$ cat config.mk
export PLATFORM = sky130hd
export DESIGN_NAME = sensor_frame_deframer_decoder
export DESIGN_NICKNAME = d
export VERILOG_FILES = /design/src/design/sfdd_pkg.sv /design/src/design/sfdd_front.sv /design/src/design/sfdd_fifo.sv /design/src/design/sfdd_back.sv /design/src/design/sensor_frame_deframer_decoder.sv
export SDC_FILE = /design/constraint.sdc
export NUM_CORES = 1
export LEC_CHECK = 0
export ABC_AREA = 1
export BUFFER_PORTS_ARGS = -buffer_cell sky130_fd_sc_hd__buf_4
export CORE_UTILIZATION = 42
export CTS_BUF_LIST = sky130_fd_sc_hd__clkbuf_16
export CTS_CLUSTER_DIAMETER = 80
export CTS_CLUSTER_SIZE = 12
export DETAILED_ROUTE_END_ITERATION = 6
export SETUP_SLACK_MARGIN = 0.4
export SLEW_MARGIN = 20
export SYNTH_ARGS = -nofsm -noshare
export SYNTH_HDL_FRONTEND = slang
export SYNTH_SLANG_ARGS = --single-unit
$ cat constraint.sdc
create_clock -name i_clk -period 14.05 [get_ports i_clk]
set_clock_uncertainty 0.2 [all_clocks]
set_input_delay 0.7025 -clock i_clk [delete_from_list [all_inputs] [get_ports i_clk]]
set_output_delay 0.7025 -clock i_clk [all_outputs]
set_load 0.05 [all_outputs]
$ cat src/design/sfdd_pkg.sv
package sfdd_pkg;

    // Frame framing bytes
    localparam logic [7:0] END_MARKER   = 8'h22;
    localparam logic [7:0] HDR_STATUS   = 8'h30;
    localparam logic [7:0] HDR_CHANNEL  = 8'h73;
    localparam logic [7:0] CHECK_SEED   = 8'h55;
    localparam logic [7:0] LIMIT_RESET  = 8'd50;
    localparam logic [3:0] KEEP_RESET   = 4'hF;
    localparam logic [3:0] PEDAL_XOR    = 4'h3;
    localparam logic [7:0] DIR_MAX      = 8'h02;

    // Body layout: data bytes, then checksum byte, then terminator
    localparam int FRAME_BODY_BYTES = 10;
    localparam int DATA_BYTES       = 8;
    localparam int BODY_CNT_W       = 4;
    localparam logic [BODY_CNT_W-1:0] LAST_BODY_IDX  = BODY_CNT_W'(FRAME_BODY_BYTES - 1);
    localparam logic [BODY_CNT_W-1:0] CHECK_BODY_IDX = BODY_CNT_W'(FRAME_BODY_BYTES - 2);

    // Configuration register indexes
    localparam logic CFG_KEEP_MASK = 1'b0;
    localparam logic CFG_LIMIT     = 1'b1;

    // Result status codes
    localparam logic [1:0] FS_STATUS_OK  = 2'd0;
    localparam logic [1:0] FS_CHANNEL_OK = 2'd1;
    localparam logic [1:0] FS_CHECK_ERR  = 2'd2;
    localparam logic [1:0] FS_DIR_ERR    = 2'd3;

    localparam int VAL_W  = 17;
    localparam int TIME_W = 20;

    // One finished frame handed from parser to decoder
    typedef struct packed {
        logic                    err;
        logic                    is_chan;
        logic [8*DATA_BYTES-1:0] body;
    } t_frame_rec;

endpackage

$ cat src/design/sfdd_front.sv
module sfdd_front (
    input  logic                i_clk,
    input  logic                i_rst_n,
    input  logic                i_accept,
    input  logic [7:0]          i_rx_byte,
    input  logic [7:0]          i_limit,
    output logic                o_push,
    output sfdd_pkg::t_frame_rec o_rec
);

    typedef enum logic [1:0] {
        ST_HUNT,
        ST_HEADER,
        ST_BODY
    } t_state;

    t_state                            r_state;
    logic                              r_is_chan;
    logic [sfdd_pkg::BODY_CNT_W-1:0]   r_body_cnt;
    logic [7:0]                        r_check;
    logic [7:0]                        r_hunt_cnt;
    logic [7:0]                        r_body [sfdd_pkg::DATA_BYTES];

    logic                              last_byte;
    logic                              frame_err;

    // Final body byte closes the frame
    assign last_byte = i_accept && (r_state == ST_BODY)
                       && (r_body_cnt == sfdd_pkg::LAST_BODY_IDX);
    assign frame_err = (r_check != 8'h00) || (i_rx_byte != sfdd_pkg::END_MARKER);
    assign o_push    = last_byte;

    always_comb begin
        o_rec.err     = frame_err;
        o_rec.is_chan = r_is_chan;
        for (int k = 0; k < sfdd_pkg::DATA_BYTES; k++) begin
            o_rec.body[8*k +: 8] = r_body[k];
        end
    end

    // Byte parser: hunt, header, body
    always_ff @(posedge i_clk) begin
        if (!i_rst_n) begin
            r_state    <= ST_HUNT;
            r_is_chan  <= 1'b0;
            r_body_cnt <= '0;
            r_check    <= sfdd_pkg::CHECK_SEED;
            r_hunt_cnt <= '0;
        end else if (i_accept) begin
            case (r_state)
                ST_HUNT: begin
                    if (i_rx_byte == sfdd_pkg::END_MARKER || r_hunt_cnt >= i_limit) begin
                        r_state    <= ST_HEADER;
                        r_hunt_cnt <= '0;
                    end else begin
                        r_hunt_cnt <= r_hunt_cnt + 8'd1;
                    end
                end
                ST_HEADER: begin
                    if (i_rx_byte == sfdd_pkg::HDR_STATUS
                            || i_rx_byte == sfdd_pkg::HDR_CHANNEL) begin
                        r_is_chan  <= (i_rx_byte == sfdd_pkg::HDR_CHANNEL);
                        r_state    <= ST_BODY;
                        r_body_cnt <= '0;
                        r_check    <= sfdd_pkg::CHECK_SEED;
                    end else begin
                        r_state    <= ST_HUNT;
                        r_hunt_cnt <= '0;
                    end
                end
                ST_BODY: begin
                    if (r_body_cnt < sfdd_pkg::CHECK_BODY_IDX) begin
                        r_body[r_body_cnt[2:0]] <= i_rx_byte;
                        r_check    <= r_check ^ i_rx_byte;
                        r_body_cnt <= r_body_cnt + sfdd_pkg::BODY_CNT_W'(1);
                    end else if (r_body_cnt < sfdd_pkg::LAST_BODY_IDX) begin
                        // checksum byte: running value goes to zero on match
                        r_check    <= r_check ^ i_rx_byte;
                        r_body_cnt <= r_body_cnt + sfdd_pkg::BODY_CNT_W'(1);
                    end else begin
                        r_body_cnt <= '0;
                        if (frame_err) begin
                            r_state    <= ST_HUNT;
                            r_hunt_cnt <= '0;
                        end else if (!r_is_chan && r_body[3] > sfdd_pkg::DIR_MAX) begin
                            r_state    <= ST_HUNT;
                            r_hunt_cnt <= '0;
                        end else begin
                            r_state <= ST_HEADER;
                        end
                    end
                end
                default: begin
                    r_state    <= ST_HUNT;
                    r_hunt_cnt <= '0;
                end
            endcase
        end
    end

endmodule

$ cat src/design/sfdd_fifo.sv
module sfdd_fifo (
    input  logic                 i_clk,
    input  logic                 i_rst_n,
    input  logic                 i_push,
    input  sfdd_pkg::t_frame_rec i_rec,
    input  logic                 i_pop,
    output logic                 o_full,
    output logic                 o_avail,
    output sfdd_pkg::t_frame_rec o_rec
);

    // Two-entry frame queue
    sfdd_pkg::t_frame_rec r_mem [2];
    logic                 r_wr_ptr;
    logic                 r_rd_ptr;
    logic [1:0]           r_count;

    logic                 do_push;
    logic                 do_pop;

    assign o_full  = (r_count == 2'd2);
    assign o_avail = (r_count != 2'd0);
    assign o_rec   = r_mem[r_rd_ptr];
    assign do_push = i_push && !o_full;
    assign do_pop  = i_pop && o_avail;

    always_ff @(posedge i_clk) begin
        if (do_push) begin
            r_mem[r_wr_ptr] <= i_rec;
        end
    end

    always_ff @(posedge i_clk) begin
        if (!i_rst_n) begin
            r_wr_ptr <= 1'b0;
            r_rd_ptr <= 1'b0;
            r_count  <= 2'd0;
        end else begin
            if (do_push) r_wr_ptr <= ~r_wr_ptr;
            if (do_pop)  r_rd_ptr <= ~r_rd_ptr;
            case ({do_push, do_pop})
                2'b10:   r_count <= r_count + 2'd1;
                2'b01:   r_count <= r_count - 2'd1;
                default: r_count <= r_count;
            endcase
        end
    end

endmodule

$ cat src/design/sfdd_back.sv
module sfdd_back (
    input  logic                        i_clk,
    input  logic                        i_rst_n,
    input  logic                        i_avail,
    input  sfdd_pkg::t_frame_rec        i_rec,
    input  logic [3:0]                  i_keep_mask,
    input  logic                        i_stall,
    output logic                        o_pop,
    output logic                        o_valid,
    output logic [1:0]                  o_frame_status,
    output logic signed [sfdd_pkg::VAL_W-1:0] o_value_a,
    output logic signed [sfdd_pkg::VAL_W-1:0] o_value_b,
    output logic signed [sfdd_pkg::VAL_W-1:0] o_value_c,
    output logic signed [sfdd_pkg::VAL_W-1:0] o_value_d,
    output logic [3:0]                  o_pedal_nibble,
    output logic [3:0]                  o_link_mask,
    output logic [1:0]                  o_direction,
    output logic                        o_wheel0_event,
    output logic                        o_wheel1_event,
    output logic [sfdd_pkg::TIME_W-1:0] o_wheel_time
);

    localparam int VW = sfdd_pkg::VAL_W;

    logic                 r_valid;
    logic [3:0]           r_wheel0;
    logic [3:0]           r_wheel1;
    logic [1:0]           r_status;
    logic signed [VW-1:0] r_val [4];
    logic [3:0]           r_pedal;
    logic [3:0]           r_link;
    logic [1:0]           r_dir;
    logic                 r_ev0;
    logic                 r_ev1;
    logic [sfdd_pkg::TIME_W-1:0] r_time;

    logic [7:0]           bb [sfdd_pkg::DATA_BYTES];
    logic                 dir_bad;
    logic                 dir_on;
    logic                 ev0;
    logic                 ev1;
    logic [1:0]           n_status;
    logic signed [VW-1:0] n_val [4];
    logic [3:0]           n_pedal;
    logic [3:0]           n_link;
    logic [1:0]           n_dir;
    logic                 n_ev0;
    logic                 n_ev1;
    logic [sfdd_pkg::TIME_W-1:0] n_time;
    logic signed [VW-1:0] chan_raw [4];

    // Output register frees when empty or being taken
    assign o_pop = i_avail && (!r_valid || !i_stall);

    always_comb begin
        for (int k = 0; k < sfdd_pkg::DATA_BYTES; k++) begin
            bb[k] = i_rec.body[8*k +: 8];
        end
        for (int c = 0; c < 4; c++) begin
            chan_raw[c] = VW'(signed'({bb[2*c+1], bb[2*c]}));
        end
    end

    assign dir_bad = (bb[3] > sfdd_pkg::DIR_MAX);
    assign dir_on  = (bb[3] != 8'h00);
    assign ev0     = dir_on && (bb[7][3:0] != r_wheel0);
    assign ev1     = dir_on && (bb[7][7:4] != r_wheel1);

    // Decode one frame record
    always_comb begin
        n_status = sfdd_pkg::FS_STATUS_OK;
        for (int c = 0; c < 4; c++) n_val[c] = '0;
        n_pedal = '0;
        n_link  = '0;
        n_dir   = '0;
        n_ev0   = 1'b0;
        n_ev1   = 1'b0;
        n_time  = '0;
        if (i_rec.err) begin
            n_status = sfdd_pkg::FS_CHECK_ERR;
        end else if (i_rec.is_chan) begin
            n_status = sfdd_pkg::FS_CHANNEL_OK;
            for (int c = 0; c < 4; c++) begin
                n_val[c] = i_keep_mask[c] ? chan_raw[c] : -chan_raw[c];
            end
        end else if (dir_bad) begin
            n_status = sfdd_pkg::FS_DIR_ERR;
        end else begin
            n_val[0] = VW'(signed'(bb[1]));
            n_val[1] = VW'(signed'(bb[2]));
            n_pedal  = bb[0][7:4] ^ sfdd_pkg::PEDAL_XOR;
            n_link   = ~bb[0][3:0];
            n_dir    = bb[3][1:0];
            n_ev0    = ev0;
            n_ev1    = ev1;
            n_time   = (ev0 || ev1) ? {bb[6][3:0], bb[5], bb[4]} : '0;
        end
    end

    // Result register and stored wheel nibbles
    always_ff @(posedge i_clk) begin
        if (!i_rst_n) begin
            r_valid  <= 1'b0;
            r_wheel0 <= '0;
            r_wheel1 <= '0;
        end else if (o_pop) begin
            r_valid <= 1'b1;
            if (!i_rec.err && !i_rec.is_chan && !dir_bad) begin
                r_wheel0 <= bb[7][3:0];
                r_wheel1 <= bb[7][7:4];
            end
        end else if (!i_stall) begin
            r_valid <= 1'b0;
        end
    end

    always_ff @(posedge i_clk) begin
        if (o_pop) begin
            r_status <= n_status;
            r_val    <= n_val;
            r_pedal  <= n_pedal;
            r_link   <= n_link;
            r_dir    <= n_dir;
            r_ev0    <= n_ev0;
            r_ev1    <= n_ev1;
            r_time   <= n_time;
        end
    end

    assign o_valid        = r_valid;
    assign o_frame_status = r_status;
    assign o_value_a      = r_val[0];
    assign o_value_b      = r_val[1];
    assign o_value_c      = r_val[2];
    assign o_value_d      = r_val[3];
    assign o_pedal_nibble = r_pedal;
    assign o_link_mask    = r_link;
    assign o_direction    = r_dir;
    assign o_wheel0_event = r_ev0;
    assign o_wheel1_event = r_ev1;
    assign o_wheel_time   = r_time;

endmodule

$ cat src/design/sensor_frame_deframer_decoder.sv
// Channel    | Direction | Handshake          | Payload
// rx bytes   | in        | i_valid / o_stall  | i_rx_byte
// results    | out       | o_valid / i_stall  | o_frame_status .. o_wheel_time
// config     | in        | i_cfg_we           | i_cfg_index, i_cfg_data
//
// One byte is taken every clock while i_valid is high and o_stall is low; the parser
// updates its state in the same cycle. A frame's result passes through the two-frame
// queue between parser and decoder, then the output register, before it is offered.
// o_stall rises only while that queue holds two frames waiting on i_stall.
// Reset is synchronous, active low; it leaves the parser hunting for 0x22.
module sensor_frame_deframer_decoder (
    input  logic                        i_clk,
    input  logic                        i_rst_n,
    input  logic                        i_valid,
    output logic                        o_stall,
    input  logic [7:0]                  i_rx_byte,
    output logic                        o_valid,
    input  logic                        i_stall,
    output logic [1:0]                  o_frame_status,
    output logic signed [sfdd_pkg::VAL_W-1:0] o_value_a,
    output logic signed [sfdd_pkg::VAL_W-1:0] o_value_b,
    output logic signed [sfdd_pkg::VAL_W-1:0] o_value_c,
    output logic signed [sfdd_pkg::VAL_W-1:0] o_value_d,
    output logic [3:0]                  o_pedal_nibble,
    output logic [3:0]                  o_link_mask,
    output logic [1:0]                  o_direction,
    output logic                        o_wheel0_event,
    output logic                        o_wheel1_event,
    output logic [sfdd_pkg::TIME_W-1:0] o_wheel_time,
    input  logic                        i_cfg_we,
    input  logic                        i_cfg_index,
    input  logic [7:0]                  i_cfg_data
);

    logic [3:0]           r_keep_mask;
    logic [7:0]           r_limit;

    logic                 accept;
    logic                 push;
    logic                 pop;
    logic                 q_full;
    logic                 q_avail;
    sfdd_pkg::t_frame_rec front_rec;
    sfdd_pkg::t_frame_rec q_rec;

    // Configuration registers
    always_ff @(posedge i_clk) begin
        if (!i_rst_n) begin
            r_keep_mask <= sfdd_pkg::KEEP_RESET;
            r_limit     <= sfdd_pkg::LIMIT_RESET;
        end else if (i_cfg_we) begin
            case (i_cfg_index)
                sfdd_pkg::CFG_KEEP_MASK: r_keep_mask <= i_cfg_data[3:0];
                sfdd_pkg::CFG_LIMIT:     r_limit     <= i_cfg_data;
                default:                 r_limit     <= r_limit;
            endcase
        end
    end

    assign o_stall = q_full;
    assign accept  = i_valid && !o_stall;

    sfdd_front u_front (
        .i_clk     (i_clk),
        .i_rst_n   (i_rst_n),
        .i_accept  (accept),
        .i_rx_byte (i_rx_byte),
        .i_limit   (r_limit),
        .o_push    (push),
        .o_rec     (front_rec)
    );

    sfdd_fifo u_fifo (
        .i_clk   (i_clk),
        .i_rst_n (i_rst_n),
        .i_push  (push),
        .i_rec   (front_rec),
        .i_pop   (pop),
        .o_full  (q_full),
        .o_avail (q_avail),
        .o_rec   (q_rec)
    );

    sfdd_back u_back (
        .i_clk          (i_clk),
        .i_rst_n        (i_rst_n),
        .i_avail        (q_avail),
        .i_rec          (q_rec),
        .i_keep_mask    (r_keep_mask),
        .i_stall        (i_stall),
        .o_pop          (pop),
        .o_valid        (o_valid),
        .o_frame_status (o_frame_status),
        .o_value_a      (o_value_a),
        .o_value_b      (o_value_b),
        .o_value_c      (o_value_c),
        .o_value_d      (o_value_d),
        .o_pedal_nibble (o_pedal_nibble),
        .o_link_mask    (o_link_mask),
        .o_direction    (o_direction),
        .o_wheel0_event (o_wheel0_event),
        .o_wheel1_event (o_wheel1_event),
        .o_wheel_time   (o_wheel_time)
    );

endmodule

==> summary.md, run 1 <==
| Metric | Value |
|---|---|
| Pre-CTS setup slack | 10.51 ns |
| Count of inserted antenna diode cells | 0 |
| Critical Path Start Type | flip-flop |
| Quantity of I/O buffers inserted on ports | 125 |
| Share of the core filled with cells in the final layout | 0.4914 |
| Num rows | 69 |
| Largest net degree at the start of global routing | 69 |
| Top cell by count, worst path | sky130_fd_sc_hd__inv_2 |
| Per-cell routed wire length | 16.82 um |
| Portion of the clock cycle consumed by the worst path in the final layout | 0.2500 |
| Effective utilization at floorplan | 0.4253 |
| Number of warning messages in the yosys log | 0 |
| GRT Overall Usage | 0.1897 |
| Sinks on Clock Net | 347 |
| Count of final hold-check violations | 0 |
| Type of the most critical hold path | in2reg |
| Max VDD drop | 97.64 uV |
| Layout cells sized above 1 | 0.1466 |
| Aggregate global routing overflow | 0 |
| DRC Markers | 0 |
| Clock tree from TritonCTS | done |
| Ys flop type | sky130_fd_sc_hd__edfxtp_1 |
| Die outline area | 0.03670 mm2 |
| Wire length of the first global-routing pass | 52,970 um |
| Number of enable-type register cells in the synthesized netlist | 298 |
| Number of post-CTS setup repair buffers | 0 |
| Top Usage Layer GRT | met2 |
| Power density relative to cell area | 116.1 mW/mm2 |
| Max-capacitance violation count | 0 |
| Area share of the largest cell type after synthesis | 0.5929 |
| Register share of total power | 0.554 |
| Final slew viol count | 0 |
| Top cells by instance count after synthesis | 363 x sky130_fd_sc_hd__nand2_1, 298 x sky130_fd_sc_hd__edfxtp_1, 157 x sky130_fd_sc_hd__nor2_1, 138 x sky130_fd_sc_hd__inv_1, 78 x sky130_fd_sc_hd__nand3_1 |
| WP data required | 14.21 ns |
| Clock buffers created by TritonCTS | 34 |
| Count of antenna-violating nets left after detailed routing | 0 |
| Count of unique library cells instantiated by Yosys | 42 |
| Final setup violation count | 0 |
| Core outline area | 0.03548 mm2 |
| Synthesized Nets | 1,489 |
| Top post-synthesis cells by area | sky130_fd_sc_hd__edfxtp_1 59%, sky130_fd_sc_hd__nand2_1 9.0%, sky130_fd_sc_hd__dfxtp_1 6.5%, sky130_fd_sc_hd__nor2_1 3.9%, sky130_fd_sc_hd__inv_1 3.4% |
| Maximum buffer depth of the clock tree | 3 |
| Fraction of power spent switching nets | 0.2140 |
| RSZ-0062 raised after global routing | false |
| GRT met3 Usage | 0.02992 |
| Cell type with the highest aggregate area in the netlist | sky130_fd_sc_hd__edfxtp_1 |
| Crit path capture type | flip-flop |
| Top-level port count | 126 |
| Register bit count reported by yosys | 347 |
| Source-to-sink clock delay at the later pin of the worst-skew pair | 0.51 ns |
| Arr. time, crit path | 3.67 ns |
| Min cycle time layout | 3.513 ns |
| Final cell area excluding filler cells | 0.01744 mm2 |
| Sum Neg Setup Slack | 0 ns |
| Cell-internal power | 1.591 mW |
| Seq/Total Area, Yosys | 0.6579 |
| Post-layout net count | 1,621 |
| Met1 global-route usage | 0.2832 |
| Worst Hold Slack | 0.2136 ns |
| Number of DRC markers after the initial detailed-route iteration | 967 |
| Clock power share | 0.403 |
| Proportion of register bits with asynchronous set or reset after synthesis | 0 |
| Chip height | 191.6 um |
| Synthesized area per cell | 10.44 um2 |
| Critical path peak fanout | 55 |
| Cell chain of the critical path | buf_4 -> inv_2 -> or2_1 -> o21ai_4 -> inv_2 -> nor2_4 -> buf_4 -> inv_2 -> a21oi_1 -> o21ai_0 -> nand2_1 |
| Share of power burned in combinational logic | 0.043 |
| Worst relative slew slack | 0.3230 |
| Layout area overhead | 15.54% |
| Most common cell in the netlist | sky130_fd_sc_hd__nand2_1 |
| Leakage power figure | 6.840 nW |
| Vias in the first global route | 9,412 |
| Cell area after synthesis | 0.01509 mm2 |
| Result of the run | completed |
| Clock Pin Slew Worst Setup and Hold Paths | 0.06 ns |
| Cells after synthesis | 1,446 |
| Die X-Extent | 191.6 um |
| Via-per-instance ratio | 5.016 |
| Routed vias | 10,352 |
| HPWL after detailed placement | 23,520 um |
| Total length of routed wires | 34,720 um |
| Power spent charging and discharging nets | 0.4332 mW |
| Fmax | 284.7 MHz |
| Root buffer cell | sky130_fd_sc_hd__clkbuf_16 |
| Global routing met2 resource utilization | 0.2872 |
| Setup slack of the critical path after layout | 10.54 ns |
| Weighted congestion reported at the end of routability-driven placement | 0.9011 |
| # resized after CTS | 0 |
| First-pass iteration count of the detailed router | 5 |
| Worst Path Class, Setup | reg2reg |
| Number of antenna violations at the first check in global routing | 0 |
| Area post-placement | 0.01646 mm2 |
| Highest-delay cell along the critical path | sky130_fd_sc_hd__inv_2 |
| Quantity of hold-fixing buffers added after cts | 0 |
| Least-Margin Pin Slew | 1.015 ns |
| Slowest Stage Delay on Critical Path | 0.47 ns |
| Htree depth | 2 |
## layer usage
metal / up-vias / routed length, um
met5: - / 0
li1: 5153 / -
met2: 309 / 15540
met1: 4840 / 16670
met3: 50 / 1881
met4: 0 / 626
## path summary, 6_finish.rpt
kind | cells after the start | end | startpoint | slack (ns)
max | 11 | u_back.o_value_b[8] | flip-flop | 10.54
min reg2reg | 0 | u_fifo.r_mem[1][0] | u_front.r_body[0][0] | 0.23
max reg2reg | 11 | u_back.o_value_b[8] | flip-flop | 10.54
min | 3 | r_limit[4] | i_cfg_data[4] | 0.21
## critical path, delay by kind of cell, from the launching register on
| kind | cells | cell delay, ns |
|---|---|---|
| AOI/OAI and AO/OA | 3 | 0.51 |
| and+or+nand+nor | 3 | 0.69 |
| DFF | 1 | 0.31 |
| buffers and inverters | 5 | 1.60 |
## kinds of logic after synthesis
| logic type | count (synthesis) | share of synthesized area |
|---|---|---|
| buf+inv | 190 | 0.05314 |
| simple gates | 682 | 0.1908 |
| flops | 347 | 0.6579 |
| fa+ha+maj | 21 | 0.01741 |
| xor+xnor | 14 | 0.008125 |
| compound gates | 192 | 0.07254 |
## cell usage in the layout (no fill, tap or decap), drive strengths merged
| cell | count |
|---|---|
| nand4 | 24 |
| clkbuf | 35 |
| o21ai | 105 |
| nand3 | 78 |
| a21oi | 65 |
| nand2 | 365 |
| and3 | 1 |
| buf | 133 |
| a211oi | 1 |
| dfxtp | 49 |
| nand3b | 3 |
| o31ai | 3 |
| o21a | 2 |
| nor3b | 2 |
| and2 | 1 |
| o211ai | 8 |
| clkinv | 3 |
| inv | 176 |
| or2 | 9 |
| nor2 | 183 |
| edfxtp | 298 |
| xnor2 | 3 |
| xor2 | 11 |
| nor3 | 15 |
| o22ai | 6 |
| a21boi | 1 |
| nor4 | 1 |
| a21o | 1 |
| ha | 21 |
## power by group through the flow
stage                     Combinational [mW]  Sequential, mW  Clock [mW]
after floorplan                       0.0539            1.15           0
after global placement                0.0860            1.14           0
after detailed placement              0.0874            1.14           0
after CTS                             0.0878            1.12       0.834
after global routing                  0.0993            1.12       0.870
final                                 0.0876            1.12       0.815
## per-stage QoR
stage / total power, mW / instances
after floorplan: 1.200 / 1446
after detailed placement: 1.231 / 2003
final: 2.024 / 2064
after global placement: 1.230 / 2003
after CTS: 2.043 / 2064
after global routing: 2.091 / 2064
## layout make-up
cell class | count | area [um2]
fillers | 3201 | 18050
flip-flops and latches | 347 | 9931
multi-input cells | 909 | 4375
repair buffers | 133 | 998.5
clock buffers | 35 | 875.8
inverters | 153 | 576.8
well taps | 461 | 576.8
clock inverters | 26 | 102.6
## flip-flops by register name, indices dropped and copies added (netlist names), 8 cells and up, named ones only
register and cells:
u_back.o_value_d 17, u_back.o_value_c 17, u_front.r_hunt_cnt 8, u_back.o_value_a 17, u_fifo.r_mem 132, u_front.r_check 8, r_limit 8, u_front.r_body 64
u_back.o_wheel_time 20, u_back.o_value_b 17
No activity file was read; power rests on OpenSTA's default activity.
==> inputs of run 2 (changes only) <==
==> constraint.sdc (replaced) <==
create_clock -name i_clk -period 3.05 [get_ports i_clk]
set_clock_uncertainty 0.2 [all_clocks]
set_input_delay 0.1525 -clock i_clk [delete_from_list [all_inputs] [get_ports i_clk]]
set_output_delay 0.1525 -clock i_clk [all_outputs]
set_load 0.05 [all_outputs]
==> run 2 against run 1 <==
  * Cell count is 3.0% higher
  * Register-to-register slack worse by 10 ns
  * Fmax is 39% higher
  * Critical endpoint is now u_back.o_value_b[16]
  * Count of clock-buffer cells in the layout is 2 higher
  * Final area is 4.1% higher
==> summary.md, run 2 (synthesis gave the netlist of run 1 again) <==
| Metric | Value |
|---|---|
| Clock Pin Slew Worst Setup and Hold Paths | 0.07 ns (about the same) |
| Critical Path Start Type | flip-flop |
| Routed vias | 10,508 (+1.5%) |
| Count of antenna-violating nets left after detailed routing | 0 (unchanged) |
| Least-Margin Pin Slew | 0.7129 ns (-0.3026 ns) |
| Share of the core filled with cells in the final layout | 0.5113 (+0.01992) |
| Htree depth | 2 (unchanged) |
| Weighted congestion reported at the end of routability-driven placement | 0.9285 (+3.0%) |
| Final setup violation count | 0 (unchanged) |
| Aggregate global routing overflow | 0 (unchanged) |
| Number of antenna violations at the first check in global routing | 0 (unchanged) |
| Top-level port count | 126 (unchanged) |
| Power spent charging and discharging nets | 2.010 mW (+360%) |
| Die outline area | 0.03670 mm2 (unchanged) |
| Arr. time, crit path | 2.58 ns (-1.09 ns) |
| WP data required | 3.11 ns (-11.10 ns) |
| Num rows | 69 (unchanged) |
| Count of inserted antenna diode cells | 0 (unchanged) |
| Max-capacitance violation count | 0 (unchanged) |
| Per-cell routed wire length | 16.42 um (-2.4%) |
| Final cell area excluding filler cells | 0.01814 mm2 (+4.1%) |
| Final slew viol count | 0 (unchanged) |
| Core outline area | 0.03548 mm2 (unchanged) |
| Number of DRC markers after the initial detailed-route iteration | 819 (-15%) |
| Worst Path Class, Setup | reg2reg |
| Overall power | 9.474 mW (+370%) |
| Share of power burned in combinational logic | 0.047 (+0.004) |
| HPWL after detailed placement | 23,760 um (+0.98%) |
| Worst relative slew slack | 0.5248 (+0.2017) |
| Min cycle time layout | 2.518 ns (-0.9944 ns) |
| Count of final hold-check violations | 0 (unchanged) |
| Leading cell type in the layout, fill and taps excluded | sky130_fd_sc_hd__nand2_1 |
| Cell-internal power | 7.464 mW (+370%) |
| Area post-placement | 0.01669 mm2 (+1.4%) |
| Total length of routed wires | 34,900 um (+0.52%) |
| Wire length of the first global-routing pass | 53,190 um (+0.40%) |
| Via-per-instance ratio | 4.945 (-1.4%) |
| Leakage power figure | 7.157 nW (+4.6%) |
| GRT Overall Usage | 0.1895 (-0.0002118) |
| Maximum buffer depth of the clock tree | 3 (unchanged) |
| Chip height | 191.6 um (unchanged) |
| First-pass iteration count of the detailed router | 6 (+1) |
| DRC Markers | 0 (unchanged) |
| Largest net degree at the start of global routing | 111 (+61%) |
| Sum Neg Setup Slack | 0 ns (unchanged) |
| Vias in the first global route | 9,558 (+1.6%) |
| Commonest cells after routing, fill and taps aside | 363 x sky130_fd_sc_hd__nand2_1, 298 x sky130_fd_sc_hd__edfxtp_1, 160 x sky130_fd_sc_hd__inv_1 |
| Sinks on Clock Net | 347 (unchanged) |
| Source-to-sink clock delay at the later pin of the worst-skew pair | 0.51 ns (about the same) |
| Clock buffers created by TritonCTS | 34 (unchanged) |
| Largest register FFs | 132 (unchanged) |
| Effective utilization at floorplan | 0.4253 (unchanged) |
| Fraction of power spent switching nets | 0.2122 (-0.001796) |
| Crit path capture type | flip-flop |
| Layout area overhead | 20.22% |
| Register share of total power | 0.545 (-0.009) |
| Type of the most critical hold path | reg2reg |
| Worst Hold Slack | 0.2330 ns (+0.01946 ns) |
| Portion of the clock cycle consumed by the worst path in the final layout | 0.8257 (+0.5757) |
| RSZ-0062 raised after global routing | true |
| Fmax | 397.1 MHz (+39%) |
| Quantity of I/O buffers inserted on ports | 125 (unchanged) |
| Layout cells sized above 1 | 0.1593 (+0.01265) |
| Result of the run | completed |
| Max VDD drop | 298.8 uV (+210%) |
| Reg with most FFs | u_fifo.r_mem |
| Die X-Extent | 191.6 um (unchanged) |
| Post-layout net count | 1,683 (+3.8%) |
| Critical path peak fanout | 13 (-76%) |
| Clock tree from TritonCTS | done |
| Root buffer cell | sky130_fd_sc_hd__clkbuf_16 |
| Clock power share | 0.407 (+0.004) |
| Power density relative to cell area | 522.2 mW/mm2 (+350%) |
-- run 2: layout make-up --
cell class	count	area (um2)
Timing Repair Buffer	195	1648
Sequential cell	347	9933
Multi-Input combinational cell	909	4394
Clock buffer	37	925.9
Tap cell	461	576.8
Clock inverter	23	86.33
Fill cell	3151	17340
Inverter	153	579.3
-- run 2: final timing paths --
check	from	to	slack [ns]	cells past startpoint
max	flip-flop	u_back.o_value_b[16]	0.53	14
min	u_front.r_body[0][3]	u_fifo.r_mem[0][3]	0.23	0
max reg2reg	flip-flop	u_back.o_value_b[16]	0.53	14
min reg2reg	u_front.r_body[0][3]	u_fifo.r_mem[0][3]	0.23	0
-- run 2: metrics by stage --
stage                     worst slack (ns)  instances
final                               0.5316       2125
after global routing                0.3391       2125
after CTS                           0.4359       2121
after detailed placement            0.3068       2025
after global placement              0.4091       2025
after floorplan                     0.4132       1446
-- run 2: per-layer routing --
metal,up-vias,part of all wire,track usage
met5,-,0,0
met4,0,0.015,0.04518
met3,34,0.051,0.03084
met2,287,0.45,0.2953
met1,4912,0.48,0.2760
li1,5275,-,-
-- run 2: timing repair --
action                                  in CTS  in global routing
endpoints found under the setup margin       1                 45
endpoints found under the hold margin       91                  0
cloned                                       0                  1
setup buffers                                0                  3
resized for setup                            2                  6
hold buffers                                36                  0
-- run 2: power by group through the flow --
stage | clock network (mW) | registers (mW) | logic, mW
2_1_floorplan | 0 | 5.28 | 0.249
3_3_place_gp | 0 | 5.27 | 0.401
3_5_place_dp | 0 | 5.27 | 0.405
4_1_cts | 3.96 | 5.16 | 0.445
5_1_grt | 4.13 | 5.17 | 0.504
6_report | 3.86 | 5.17 | 0.448
-- run 2: critical path, stage by stage, from the launching register on --
cell and delay (ns):
sky130_fd_sc_hd__dfxtp_4 0.38, sky130_fd_sc_hd__inv_4 0.14, sky130_fd_sc_hd__buf_4 0.23, sky130_fd_sc_hd__nand2_1 0.07, sky130_fd_sc_hd__nand2_1 0.12, sky130_fd_sc_hd__ha_1 0.18
sky130_fd_sc_hd__nand2_1 0.06, sky130_fd_sc_hd__nor2_1 0.23, sky130_fd_sc_hd__nand2_1 0.15, sky130_fd_sc_hd__nor2_1 0.20, sky130_fd_sc_hd__nand2_1 0.07, sky130_fd_sc_hd__nand3_1 0.07
sky130_fd_sc_hd__o21ai_1 0.07, sky130_fd_sc_hd__nand2_1 0.07, sky130_fd_sc_hd__nand2_1 0.04
